## config.mk

```make
export PLATFORM = sky130hd
export DESIGN_NAME = chunked_body_decoder_top_flat
export DESIGN_NICKNAME = d
export VERILOG_FILES = /design/src/rtl/core/cbd_pkg.sv /design/src/rtl/core/cbd_in_if.sv /design/src/rtl/core/cbd_out_if.sv /design/src/rtl/core/cbd_step.sv /design/src/rtl/core/chunked_body_decoder_top.sv /design/src/flat_wrapper.sv
export VERILOG_INCLUDE_DIRS = /design/src /design/src/rtl/core
export SDC_FILE = /design/constraint.sdc
export NUM_CORES = 1
export LEC_CHECK = 0
export BUFFER_PORTS_ARGS = -buffer_cell sky130_fd_sc_hd__clkbuf_2
export CORE_ASPECT_RATIO = 1.1
export CORE_UTILIZATION = 60
export DETAILED_ROUTE_END_ITERATION = 8
export GPL_ROUTABILITY_DRIVEN = 0
export GPL_TIMING_DRIVEN = 0
export PLACE_DENSITY = 0.78
export SYNTH_ARGS = -nofsm -noshare
export SYNTH_HDL_FRONTEND = slang
export SYNTH_SLANG_ARGS = --single-unit
```

## constraint.sdc

```tcl
create_clock -name clk -period 4.3 [get_ports clk]
set_input_delay 0.215 -clock clk [delete_from_list [all_inputs] [get_ports clk]]
set_output_delay 0.215 -clock clk [all_outputs]
set_load 0.02 [all_outputs]
```

## src/rtl/core/assert_macros.svh

```systemverilog
// Assertion helper macros for the chunked body decoder RTL.
// Included by files that carry concurrent checks; no other dependencies.
`ifndef ASSERT_MACROS_SVH
`define ASSERT_MACROS_SVH

// Clocked check, disabled while reset is high.
`define ASSERT_CLK(label, clk, rst, prop, msg) \
  label: assert property (@(posedge clk) disable iff (rst) prop) else $error(msg);

// Clocked check that also holds during reset.
`define ASSERT_ALWAYS(label, clk, prop, msg) \
  label: assert property (@(posedge clk) prop) else $error(msg);

`endif

```

## src/rtl/core/cbd_pkg.sv

```systemverilog
// Shared types, codes and helpers for the chunked body decoder.
// No dependencies.
`default_nettype none

package cbd_pkg;

  typedef enum logic [5:0] {
    PH_SIZE  = 6'b000001,
    PH_DATA  = 6'b000010,
    PH_SKIP  = 6'b000100,
    PH_DONE  = 6'b001000,
    PH_BAD   = 6'b010000,
    PH_ERROR = 6'b100000
  } phase_t;

  typedef logic [2:0] kind_t;

  localparam kind_t KIND_FRAME     = 3'd0;
  localparam kind_t KIND_BODY      = 3'd1;
  localparam kind_t KIND_COMPLETE  = 3'd2;
  localparam kind_t KIND_MALFORMED = 3'd3;
  localparam kind_t KIND_IGNORED   = 3'd4;

  localparam logic [7:0] CHAR_LF   = 8'h0A;
  localparam logic [7:0] CHAR_CR   = 8'h0D;
  localparam logic [7:0] CHAR_SEMI = 8'h3B;
  localparam logic [7:0] CHAR_SP   = 8'h20;
  localparam logic [7:0] CHAR_TAB  = 8'h09;

  localparam logic [1:0] SKIP_COUNT = 2'd2;

  // size line flags
  typedef struct packed {
    logic digit_seen;
    logic blank_after_digit;
    logic in_extension;
    logic cr_pending;
  } line_flags_t;

  typedef struct packed {
    logic       ok;
    logic [3:0] val;
  } hex_t;

  function automatic hex_t hex_decode(input logic [7:0] c);
    hex_t       h;
    logic [7:0] d;
    h = '0;
    if (c >= 8'h30 && c <= 8'h39) begin
      d = c - 8'h30;
      h.ok = 1'b1;
      h.val = d[3:0];
    end else if (c >= 8'h61 && c <= 8'h66) begin
      d = c - 8'h57;
      h.ok = 1'b1;
      h.val = d[3:0];
    end else if (c >= 8'h41 && c <= 8'h46) begin
      d = c - 8'h37;
      h.ok = 1'b1;
      h.val = d[3:0];
    end else begin
      d = '0;
    end
    return h;
  endfunction

endpackage

`default_nettype wire

```

## src/rtl/core/cbd_in_if.sv

```systemverilog
// Input channel: raw body bytes with a restart flag, valid/ready handshake.
// No dependencies.
`default_nettype none

interface cbd_in_if;
  logic       valid;
  logic       ready;
  logic [7:0] data_byte;
  logic       new_body;

  modport source (output valid, output data_byte, output new_body, input ready);
  modport sink   (input valid, input data_byte, input new_body, output ready);
endinterface

`default_nettype wire

```

## src/rtl/core/cbd_out_if.sv

```systemverilog
// Output channel: one decode result per request, valid/ready handshake.
// No dependencies.
`default_nettype none

interface cbd_out_if;
  logic       valid;
  logic       ready;
  logic [2:0] out_kind;
  logic [7:0] out_byte;

  modport source (output valid, output out_kind, output out_byte, input ready);
  modport sink   (input valid, input out_kind, input out_byte, output ready);
endinterface

`default_nettype wire

```

## src/rtl/core/cbd_step.sv

```systemverilog
// Next-state and result logic for one byte of the chunked body decoder.
// Depends on cbd_pkg.
`default_nettype none

module cbd_step #(
  parameter int SIZE_BITS = 32
) (
  input  wire logic [7:0]           data_byte,
  input  wire logic                 new_body,
  input  wire cbd_pkg::phase_t      phase,
  input  wire logic [SIZE_BITS-1:0] size_accum,
  input  wire logic [SIZE_BITS-1:0] bytes_left,
  input  wire logic [1:0]           skip_left,
  input  wire cbd_pkg::line_flags_t flags,
  output cbd_pkg::phase_t           phase_next,
  output logic [SIZE_BITS-1:0]      size_accum_next,
  output logic [SIZE_BITS-1:0]      bytes_left_next,
  output logic [1:0]                skip_left_next,
  output cbd_pkg::line_flags_t      flags_next,
  output cbd_pkg::kind_t            out_kind,
  output logic [7:0]                out_byte
);
  import cbd_pkg::*;

  phase_t               ph;
  logic [SIZE_BITS-1:0] acc;
  logic [SIZE_BITS-1:0] left;
  logic [1:0]           skip;
  line_flags_t          fl;
  hex_t                 hex;
  logic                 ovf;

  assign hex = hex_decode(data_byte);

  always_comb begin
    // restart clears everything before this byte is taken
    ph   = phase;
    acc  = size_accum;
    left = bytes_left;
    skip = skip_left;
    fl   = flags;
    if (new_body) begin
      ph   = PH_SIZE;
      acc  = '0;
      left = '0;
      skip = '0;
      fl   = '0;
    end
    ovf = (acc[SIZE_BITS-1 -: 4] != 4'd0);

    phase_next      = ph;
    size_accum_next = acc;
    bytes_left_next = left;
    skip_left_next  = skip;
    flags_next      = fl;
    out_kind        = KIND_FRAME;
    out_byte        = '0;

    unique case (ph)
      PH_SIZE: begin
        if (data_byte == CHAR_LF) begin
          if (!fl.digit_seen) begin
            phase_next = PH_ERROR;
            out_kind   = KIND_MALFORMED;
          end else if (acc == '0) begin
            phase_next = PH_DONE;
            out_kind   = KIND_COMPLETE;
          end else begin
            bytes_left_next = acc;
            phase_next      = PH_DATA;
          end
          size_accum_next = '0;
          flags_next      = '0;
        end else if (fl.in_extension) begin
          phase_next = PH_SIZE;
        end else if (fl.cr_pending) begin
          phase_next = PH_BAD;
        end else if (data_byte == CHAR_SEMI) begin
          flags_next.in_extension = 1'b1;
        end else if (data_byte == CHAR_CR) begin
          flags_next.cr_pending = 1'b1;
        end else if (data_byte == CHAR_SP || data_byte == CHAR_TAB) begin
          if (fl.digit_seen) begin
            flags_next.blank_after_digit = 1'b1;
          end
        end else if (!hex.ok || fl.blank_after_digit || ovf) begin
          phase_next = PH_BAD;
        end else begin
          size_accum_next       = {acc[SIZE_BITS-5:0], hex.val};
          flags_next.digit_seen = 1'b1;
        end
      end
      PH_DATA: begin
        out_kind        = KIND_BODY;
        out_byte        = data_byte;
        bytes_left_next = left - SIZE_BITS'(1);
        if (bytes_left_next == '0) begin
          phase_next     = PH_SKIP;
          skip_left_next = SKIP_COUNT;
        end
      end
      PH_SKIP: begin
        skip_left_next = skip - 2'd1;
        if (skip_left_next == 2'd0) begin
          phase_next      = PH_SIZE;
          size_accum_next = '0;
          flags_next      = '0;
        end
      end
      PH_BAD: begin
        if (data_byte == CHAR_LF) begin
          out_kind        = KIND_MALFORMED;
          phase_next      = PH_ERROR;
          size_accum_next = '0;
          flags_next      = '0;
        end
      end
      default: begin
        out_kind = KIND_IGNORED;
      end
    endcase
  end

endmodule

`default_nettype wire

```

## src/rtl/core/chunked_body_decoder_top.sv

```systemverilog
// Top level of the chunked body decoder: input register, step logic, result register.
// Depends on cbd_pkg, cbd_in_if, cbd_out_if, cbd_step and assert_macros.svh.
`default_nettype none

// Channel   Dir  Payload                       Notes
// in_ch     in   data_byte[7:0], new_body      one raw body byte per request
// out_ch    out  out_kind[2:0], out_byte[7:0]  exactly one result per request
//
// A request in the input register is decoded by cbd_step; its result enters the result
// register when that is free or drained. Throughput is one byte per cycle while out_ch
// does not stall, since cbd_step needs only one shift-add or decrement per byte.
// rst is synchronous: phase goes to size line start, counters and flags clear.
// A stalled result holds in the output register while the input register
// still takes one more request; only then does in_ch.ready drop.
module chunked_body_decoder_top #(
  parameter int SIZE_BITS = 32
) (
  input wire logic clk,
  input wire logic rst,
  cbd_in_if.sink   in_ch,
  cbd_out_if.source out_ch
);
  import cbd_pkg::*;

  // input register
  logic       s1_valid;
  logic [7:0] s1_byte;
  logic       s1_new_body;
  logic       s1_advance;

  // decoder state
  phase_t               phase;
  logic [SIZE_BITS-1:0] size_accum;
  logic [SIZE_BITS-1:0] bytes_left;
  logic [1:0]           skip_left;
  line_flags_t          flags;

  phase_t               phase_next;
  logic [SIZE_BITS-1:0] size_accum_next;
  logic [SIZE_BITS-1:0] bytes_left_next;
  logic [1:0]           skip_left_next;
  line_flags_t          flags_next;
  kind_t                kind_next;
  logic [7:0]           byte_next;

  // result register
  logic       o_valid;
  kind_t      o_kind;
  logic [7:0] o_byte;

  // the input stage moves on when the result register is free or being drained
  assign s1_advance = s1_valid && (!o_valid || out_ch.ready);
  assign in_ch.ready = !s1_valid || s1_advance;

  always_ff @(posedge clk) begin
    if (rst) begin
      s1_valid <= 1'b0;
    end else if (in_ch.ready) begin
      s1_valid <= in_ch.valid;
    end
  end

  always_ff @(posedge clk) begin
    if (in_ch.valid && in_ch.ready) begin
      s1_byte     <= in_ch.data_byte;
      s1_new_body <= in_ch.new_body;
    end
  end

  cbd_step #(
    .SIZE_BITS (SIZE_BITS)
  ) u_step (
    .data_byte       (s1_byte),
    .new_body        (s1_new_body),
    .phase           (phase),
    .size_accum      (size_accum),
    .bytes_left      (bytes_left),
    .skip_left       (skip_left),
    .flags           (flags),
    .phase_next      (phase_next),
    .size_accum_next (size_accum_next),
    .bytes_left_next (bytes_left_next),
    .skip_left_next  (skip_left_next),
    .flags_next      (flags_next),
    .out_kind        (kind_next),
    .out_byte        (byte_next)
  );

  // state commits only when the byte's result enters the result register
  always_ff @(posedge clk) begin
    if (rst) begin
      phase      <= PH_SIZE;
      size_accum <= '0;
      bytes_left <= '0;
      skip_left  <= '0;
      flags      <= '0;
    end else if (s1_advance) begin
      phase      <= phase_next;
      size_accum <= size_accum_next;
      bytes_left <= bytes_left_next;
      skip_left  <= skip_left_next;
      flags      <= flags_next;
    end
  end

  always_ff @(posedge clk) begin
    if (rst) begin
      o_valid <= 1'b0;
    end else if (s1_advance) begin
      o_valid <= 1'b1;
    end else if (out_ch.ready) begin
      o_valid <= 1'b0;
    end
  end

  always_ff @(posedge clk) begin
    if (s1_advance) begin
      o_kind <= kind_next;
      o_byte <= byte_next;
    end
  end

  assign out_ch.valid    = o_valid;
  assign out_ch.out_kind = o_kind;
  assign out_ch.out_byte = o_byte;

  `include "assert_macros.svh"

  `ASSERT_CLK(a_data_has_bytes, clk, rst,
    (phase == PH_DATA) |-> (bytes_left != '0), "data phase with no bytes left")
  `ASSERT_CLK(a_skip_has_count, clk, rst,
    (phase == PH_SKIP) |-> (skip_left != 2'd0), "skip phase with zero count")
  `ASSERT_CLK(a_s1_holds, clk, rst,
    (s1_valid && !s1_advance) |=> (s1_valid && $stable(s1_byte) && $stable(s1_new_body)),
    "input register lost a stalled request")
  `ASSERT_CLK(a_byte_only_body, clk, rst,
    (o_valid && o_kind != KIND_BODY) |-> (o_byte == 8'd0), "nonzero byte on a non-body result")
  `ASSERT_ALWAYS(a_reset_phase, clk,
    $past(rst) |-> (phase == PH_SIZE && !o_valid && !s1_valid), "reset did not clear control state")

endmodule

`default_nettype wire
```

## src/flat_wrapper.sv

```systemverilog
// flat-port wrapper written by rule: the top's interface ports become plain ports
module chunked_body_decoder_top_flat import cbd_pkg::*;
#(
  parameter int SIZE_BITS = 32
)
  (clk, rst, in_ch_valid, in_ch_data_byte, in_ch_new_body, in_ch_ready, out_ch_valid, out_ch_out_kind, out_ch_out_byte, out_ch_ready);
  cbd_in_if in_ch_i ();
  cbd_out_if out_ch_i ();
  input wire logic clk;
  input wire logic rst;
  input wire logic [$bits(in_ch_i.valid)-1:0] in_ch_valid;
  input wire logic [$bits(in_ch_i.data_byte)-1:0] in_ch_data_byte;
  input wire logic [$bits(in_ch_i.new_body)-1:0] in_ch_new_body;
  output wire logic [$bits(in_ch_i.ready)-1:0] in_ch_ready;
  output wire logic [$bits(out_ch_i.valid)-1:0] out_ch_valid;
  output wire logic [$bits(out_ch_i.out_kind)-1:0] out_ch_out_kind;
  output wire logic [$bits(out_ch_i.out_byte)-1:0] out_ch_out_byte;
  input wire logic [$bits(out_ch_i.ready)-1:0] out_ch_ready;
  assign in_ch_i.valid = in_ch_valid;
  assign in_ch_i.data_byte = in_ch_data_byte;
  assign in_ch_i.new_body = in_ch_new_body;
  assign in_ch_ready = in_ch_i.ready;
  assign out_ch_valid = out_ch_i.valid;
  assign out_ch_out_kind = out_ch_i.out_kind;
  assign out_ch_out_byte = out_ch_i.out_byte;
  assign out_ch_i.ready = out_ch_ready;
  chunked_body_decoder_top #(.SIZE_BITS(SIZE_BITS)) u_core (.clk(clk), .rst(rst), .in_ch(in_ch_i), .out_ch(out_ch_i));
endmodule
```

Word-level counts from Yosys, hierarchy flattened --
Index checks and enable logic that the tools add are counted.
Word-level totals: register bits after elaboration 98, bits of input ports 13, output and inout port bits 13
Cells by class: add/sub/neg operators 5, magnitude comparators 6, eq/ne operators 9, muxes and demuxes 59, reductions and logical operators 18
Operators by type and width (count):
- $mux W32 | 14
- $pmux W32 S3 | 1
- $mux W6 | 12
- $logic_not A32 Y1 | 2
- $pmux W32 S2 | 1
- $sub A32 B1 Y32 const B | 1
- $mux W4 | 7
- $eq A8 B4 Y1 const B | 3
- $pmux W6 S4 | 1
- $eq A8 B6 Y1 const B | 2
- $ge A8 B7 Y1 const B | 2
- $le A8 B7 Y1 const B | 2
- $mux W2 | 8
- $mux W5 | 3
- $pmux W3 S4 | 1
- $pmux W4 S3 | 1
- $mux W1 | 9
- $ge A8 B6 Y1 const B | 1
- $le A8 B6 Y1 const B | 1
- $sub A4 B3 Y4 const B | 2
- $eq A6 B1 Y1 const B | 1
- $eq A6 B2 Y1 const B | 1
- $eq A6 B3 Y1 const B | 1
- $eq A6 B5 Y1 const B | 1
- other kinds (9) | 19

Depth between registers and ports, before layout --
word-level depth 16, mapped depth 15, mapped depth without buffers 12

Hierarchy --
A second synthesis with hierarchy kept.
Second synthesis, totals: cells, all modules 918, area total of the unflattened synthesis 7408.4 µm²
Modules (own cells, without submodules):
- chunked_body_decoder_top | times used 1, cells each 360, area an instance 4081.4 µm², sequential area each 2162.1 µm²
- cbd_step | times used 1, cells each 558, area an instance 3326.9 µm², sequential area each 0.0 µm²

Worst setup path after synthesis --
OpenSTA, ideal clock, no wires.
kind flip-flop to flip-flop, start point register u_core.s1_new_body, end point register u_core.skip_left[0], library setup time 0.134 ns, data arrival time 3.100 ns, data required time 4.166 ns, path slack 1.066 ns, stages on the path, launching flop included 16, path buffers 4, cell sequence edfxtp_1 clkbuf_1 clkinv_1 clkbuf_1 buf_1 nand2_1 ha_1 clkbuf_1 nand2_1 a2bb2oi_1 nor4_1 nand4_1 nor4_1 nand4_2 nand3_1 a21oi_1
On the way: longest elaborated chain between the ends 5
RTL lines:
- start, declared | line chunked_body_decoder_top.sv:28 | logic s1_new_body;
- start signal, assigned | line chunked_body_decoder_top.sv:66 | s1_new_body <= in_ch.new_body;
- $mux W32 | line cbd_step.sv:42 | if (new_body) begin
- $sub A32 B1 Y32 | line cbd_step.sv:96 | bytes_left_next = left - SIZE_BITS'(1);
- $logic_not A32 Y1 | line cbd_step.sv:97 | if (bytes_left_next == '0) begin
- $mux W2 | line cbd_step.sv:97
- $pmux W2 S2 (*) | line cbd_step.sv:59 | unique case (ph)
- end signal, assigned | line chunked_body_decoder_top.sv:101 | skip_left <= skip_left_next;
- end, declared | line chunked_body_decoder_top.sv:35 | logic [1:0] skip_left;
Mark *: on every way between the ends. The rest lies on a longest branch, timed or not. A chain may end at the register's enable or synchronous reset.

Final worst setup path --
Same ends and word-level chain as after synthesis.

==> summary.md <==
| Metric | Value |
|---|---|
| Violated checks | `DRC` |
| Die H | `106 um` |
| Ant diodes | `0` |
| Final Hold Vio Count | `0` |
| Largest net degree at the start of global routing | `21` |
| Reg2Reg Launch Point | `u_core.s1_new_body$_DFFE_PP_` |
| CP max FO | `10` |
| Tcrit/Tclk final | `0.984` |
| Final WL | `21.0 mm` |
| Clock Latency Late Sink | `390 ps` |
| Final Critical Period | `4230 ps` |
| Avg Inst Size Synth | `7.98 um2` |
| Drt drc | `1` |
| Grt total ovfl | `0` |
| R2R depth | `14` |
| Yosys Warn Count | `0` |
| Synth Cell Area | `5870 um2` |
| Post-DRT Antenna Nets | `0` |
| Vias per inst | `7.45` |
| Max Slew Vio Count | `0` |
| Critical Path AT | `4480 ps` |
| Post-synthesis sequential area ratio | `0.368` |
| Max Cap Viol | `0` |
| Worst-Margin Slew | `1290 ps` |
| Cells after synthesis | `736` |
| #FFs+latches synth | `98` |
| HPWL Detailed | `14.9 mm` |
| Post-synth top flop | `dfxtp_1` |
| GRT Total Usage | `0.431` |
| P_int | `0.00135 W` |
| Initial DRT Pass Iterations | `9` |
| Finished Core Util | `0.679` |
| Reg clk slew, reported paths | `100 ps` |
| Syn_nets | `756` |
| Fin Setup TNS | `0 ps` |
| Hold Path Depth | `1` |
| Status | `finished with violations` |
| Sequential share of power | `0.509` |
| Critical Path Start Type | `flop` |
| CTS tree | `yes` |
| Initial DRC Count | `1258` |
| RSZ-0062 raised after global routing | `no` |
| Hold Crit Class | `in2reg` |
| Pleak | `2.36 nW` |
| Min Hold Slack | `4.19 ps` |
| Dpl ws | `-254 ps` |
| Switching power | `0.000562 W` |
| Initial antenna violation count | `0` |
| Area after DPL | `6140 um2` |
| Number of synthesized flops with an enable pin | `20` |
| Clock skew | `14.4 ps` |
| Root Driver | `clkbuf_8` |
| Placeable Area | `9440 um2` |
| First-pass GRT wire length | `32.6 mm` |
| Hold EP | `u_core.s1_byte[4]$_DFFE_PP_` |
| R2r endpoint | `u_core.skip_left[0]$_SDFFE_PP0P_` |
| Combinational share of power | `0.149` |
| Slew margin rel. | `0.131` |
| Die width | `96.3 um` |
| Highest clock rate | `236 MHz` |
| Hold Crit Start | `in_ch_data_byte[4]` |
| Pwr dens | `298 nW/um2` |
| Async SR Flop Fraction | `0` |
| Via count | `6679` |
| Vias in the first global route | `6159` |
| Bufs on Longest Clock Path | `2` |
| Area grow syn2layout | `9.14%` |
| Wire length per cell | `23.4 um` |
| WS Path Type | `reg2reg` |
| Setup violators final | `0` |
| Clock power frac | `0.342` |
| Crit path capture type | `flop` |
| Fin worst setup slack | `67.0 ps` |
| Clk sinks | `98` |
| Share of layout cells above drive strength 1 | `0.0885` |
| CTS HTree Levels | `3` |
| Crit path required time | `4550 ps` |
| # nets final | `795` |
| Post-CTS Setup Bufs | `0` |
| Sw Ratio | `0.294` |
| FILL cells | `823` |
| FF-to-FF setup slack | `70 ps` |
| Max IR drop VDD | `0.296 mV` |
| Fin area | `6410 um2` |
| # IOs | `26` |
| Number of buffers created by CTS | `9` |
| Row count | `37` |
| Starting Density | `0.622` |
| Distinct cells, synth | `66` |
| Number of port buffers | `24` |
| DIE AREA | `10200 um2` |
==> placed cells by master (no fill, tap or decap), drive strengths merged, types with 6 or more instances in the layout <==
| cell type | netlist | final |
|---|---|---|
| a21oi | 66 | 66 |
| o22ai | 12 | 12 |
| inv | 11 | 13 |
| or4 | 9 | 9 |
| a22o | 31 | 31 |
| o211ai | 7 | 7 |
| edfxtp | 20 | 20 |
| or2 | 6 | 6 |
| o21ai | 56 | 56 |
| clkbuf | 40 | 74 |
| dfxtp | 78 | 78 |
| o21a | 8 | 8 |
| nand2 | 58 | 58 |
| o31ai | 6 | 6 |
| nand3 | 14 | 14 |
| a211oi | 8 | 8 |
| or3 | 10 | 10 |
| and3 | 9 | 9 |
| nor4 | 37 | 37 |
| buf | 12 | 12 |
| and2 | 9 | 9 |
| nor2b | 12 | 12 |
| nor2 | 74 | 74 |
| a31oi | 8 | 8 |
| ha | 7 | 7 |
| nor3 | 33 | 33 |
| nand4 | 13 | 13 |
| nand2b | 10 | 10 |
| a22oi | 8 | 8 |
==> flip-flops by register name (all words and copies together) (netlist names) <==
| signal | count |
|---|---|
| u_core.out_ch.out_byte | 8 |
| u_core.skip_left | 2 |
| u_core.phase | 6 |
| u_core.s1_new_body | 1 |
| u_core.size_accum | 32 |
| u_core.s1_byte | 8 |
| u_core.out_ch.valid | 1 |
| u_core.bytes_left | 32 |
| u_core.s1_valid | 1 |
| u_core.flags | 4 |
| u_core.out_ch.out_kind | 3 |
==> power groups by stage <==
| stage | Sequential, W | Clock (W) | Combinational [W] |
|---|---|---|---|
| floorplan | 0.000994 | 0 | 0.000178 |
| CTS | 0.000970 | 0.000648 | 0.000265 |
| finish | 0.000972 | 0.000652 | 0.000284 |
| detailed placement | 0.000991 | 0 | 0.000263 |
| global route | 0.000974 | 0.000686 | 0.000297 |
| global placement | 0.000990 | 0 | 0.000258 |
==> worst max path at each step <==
stage | startpoint | to | slack, ps | cells after the start
floorplan | u_core.s1_new_body$_DFFE_PP_ | u_core.skip_left[0]$_SDFFE_PP0P_ | 1070 | 15
global placement | u_core.s1_new_body$_DFFE_PP_ | u_core.phase[1]$_SDFFE_PP0P_ | -210 | 15
detailed placement | u_core.s1_new_body$_DFFE_PP_ | u_core.skip_left[0]$_SDFFE_PP0P_ | -250 | 15
CTS | u_core.s1_new_body$_DFFE_PP_ | u_core.skip_left[0]$_SDFFE_PP0P_ | 110 | 14
global route | u_core.s1_new_body$_DFFE_PP_ | u_core.phase[2]$_SDFFE_PP0P_ | 50 | 14
finish | u_core.s1_new_body$_DFFE_PP_ | u_core.skip_left[0]$_SDFFE_PP0P_ | 70 | 14
==> logic make-up after synthesis <==
logic type / Yosys count / share of synthesized area
adders and majority gates: 7 / 0.0149
xor gates and xnor gates: 8 / 0.0119
and+or+nand+nor: 309 / 0.279
AOI/OAI and AO/OA: 246 / 0.274
buffers and inverters: 64 / 0.0443
DFF: 98 / 0.368
muxes: 4 / 0.00703
==> what timing repair did <==
| item | 4_1_cts | 5_1_grt |
|---|---|---|
| resized for setup | 3 | 4 |
| setup endpoints to repair | 4 | 24 |
| endpoints found under the hold margin | 0 | 5 |
| cloned | 0 | 0 |
| hold buffers | 0 | 5 |
==> per-stage QoR <==
| step | total power [W] | std cells |
|---|---|---|
| finish | 0.00191 | 897 |
| detailed placement | 0.00125 | 877 |
| global route | 0.00196 | 897 |
| global placement | 0.00125 | 877 |
| CTS | 0.00188 | 893 |
| floorplan | 0.00117 | 736 |
==> per-layer routing <==
| metal | track usage | wire length, um | vias up |
|---|---|---|---|
| met3 | 0.156 | 3270 | 173 |
| met2 | 0.617 | 8830 | 630 |
| met1 | 0.549 | 7410 | 3001 |
| met4 | 0.251 | 1460 | 0 |
| li1 | - | - | 2875 |
| met5 | 0.0278 | 0 | - |
==> critical path, stage by stage (launching register included) <==
cell      delay [ps]
edfxtp_1         590
clkinv_2         260
clkbuf_2         320
clkbuf_1         440
nand2_1          150
ha_1             310
and2_1           170
buf_1            220
nor3_1           200
a41oi_1          180
or3_1            410
nor4_2           320
nand4_2          290
nand3_1          170
a21oi_1           70
==> final cells by class <==
class / count / area (um2) / share of cell area
Timing Repair Buffer: 29 / 170 / 0.0266
Sequential cell: 98 / 2160 / 0.337
Tap cell: 117 / 146 / 0.0228
Buffer: 51 / 216 / 0.0338
Clock inverter: 5 / 57.6 / 0.00898
Inverter: 12 / 46.3 / 0.00722
Multi-Input combinational cell: 574 / 3460 / 0.539
Clock buffer: 11 / 153 / 0.0238
==> cell usage after synthesis, drive strengths merged (10+ instances only) <==
cell / count / area, um2
edfxtp: 20 / 601
o21ai: 56 / 280
o22ai: 12 / 75.1
a22o: 31 / 272
clkbuf: 40 / 150
nor2: 74 / 278
inv: 11 / 41.3
nand3: 14 / 70.1
nor3: 33 / 165
nand4: 13 / 87.6
nor4: 37 / 272
dfxtp: 78 / 1560
a21oi: 66 / 330
buf: 12 / 65.1
or3: 10 / 62.6
nand2b: 10 / 62.6
nand2: 58 / 218
nor2b: 12 / 75.1
No activity file was read; power rests on OpenSTA's default activity.
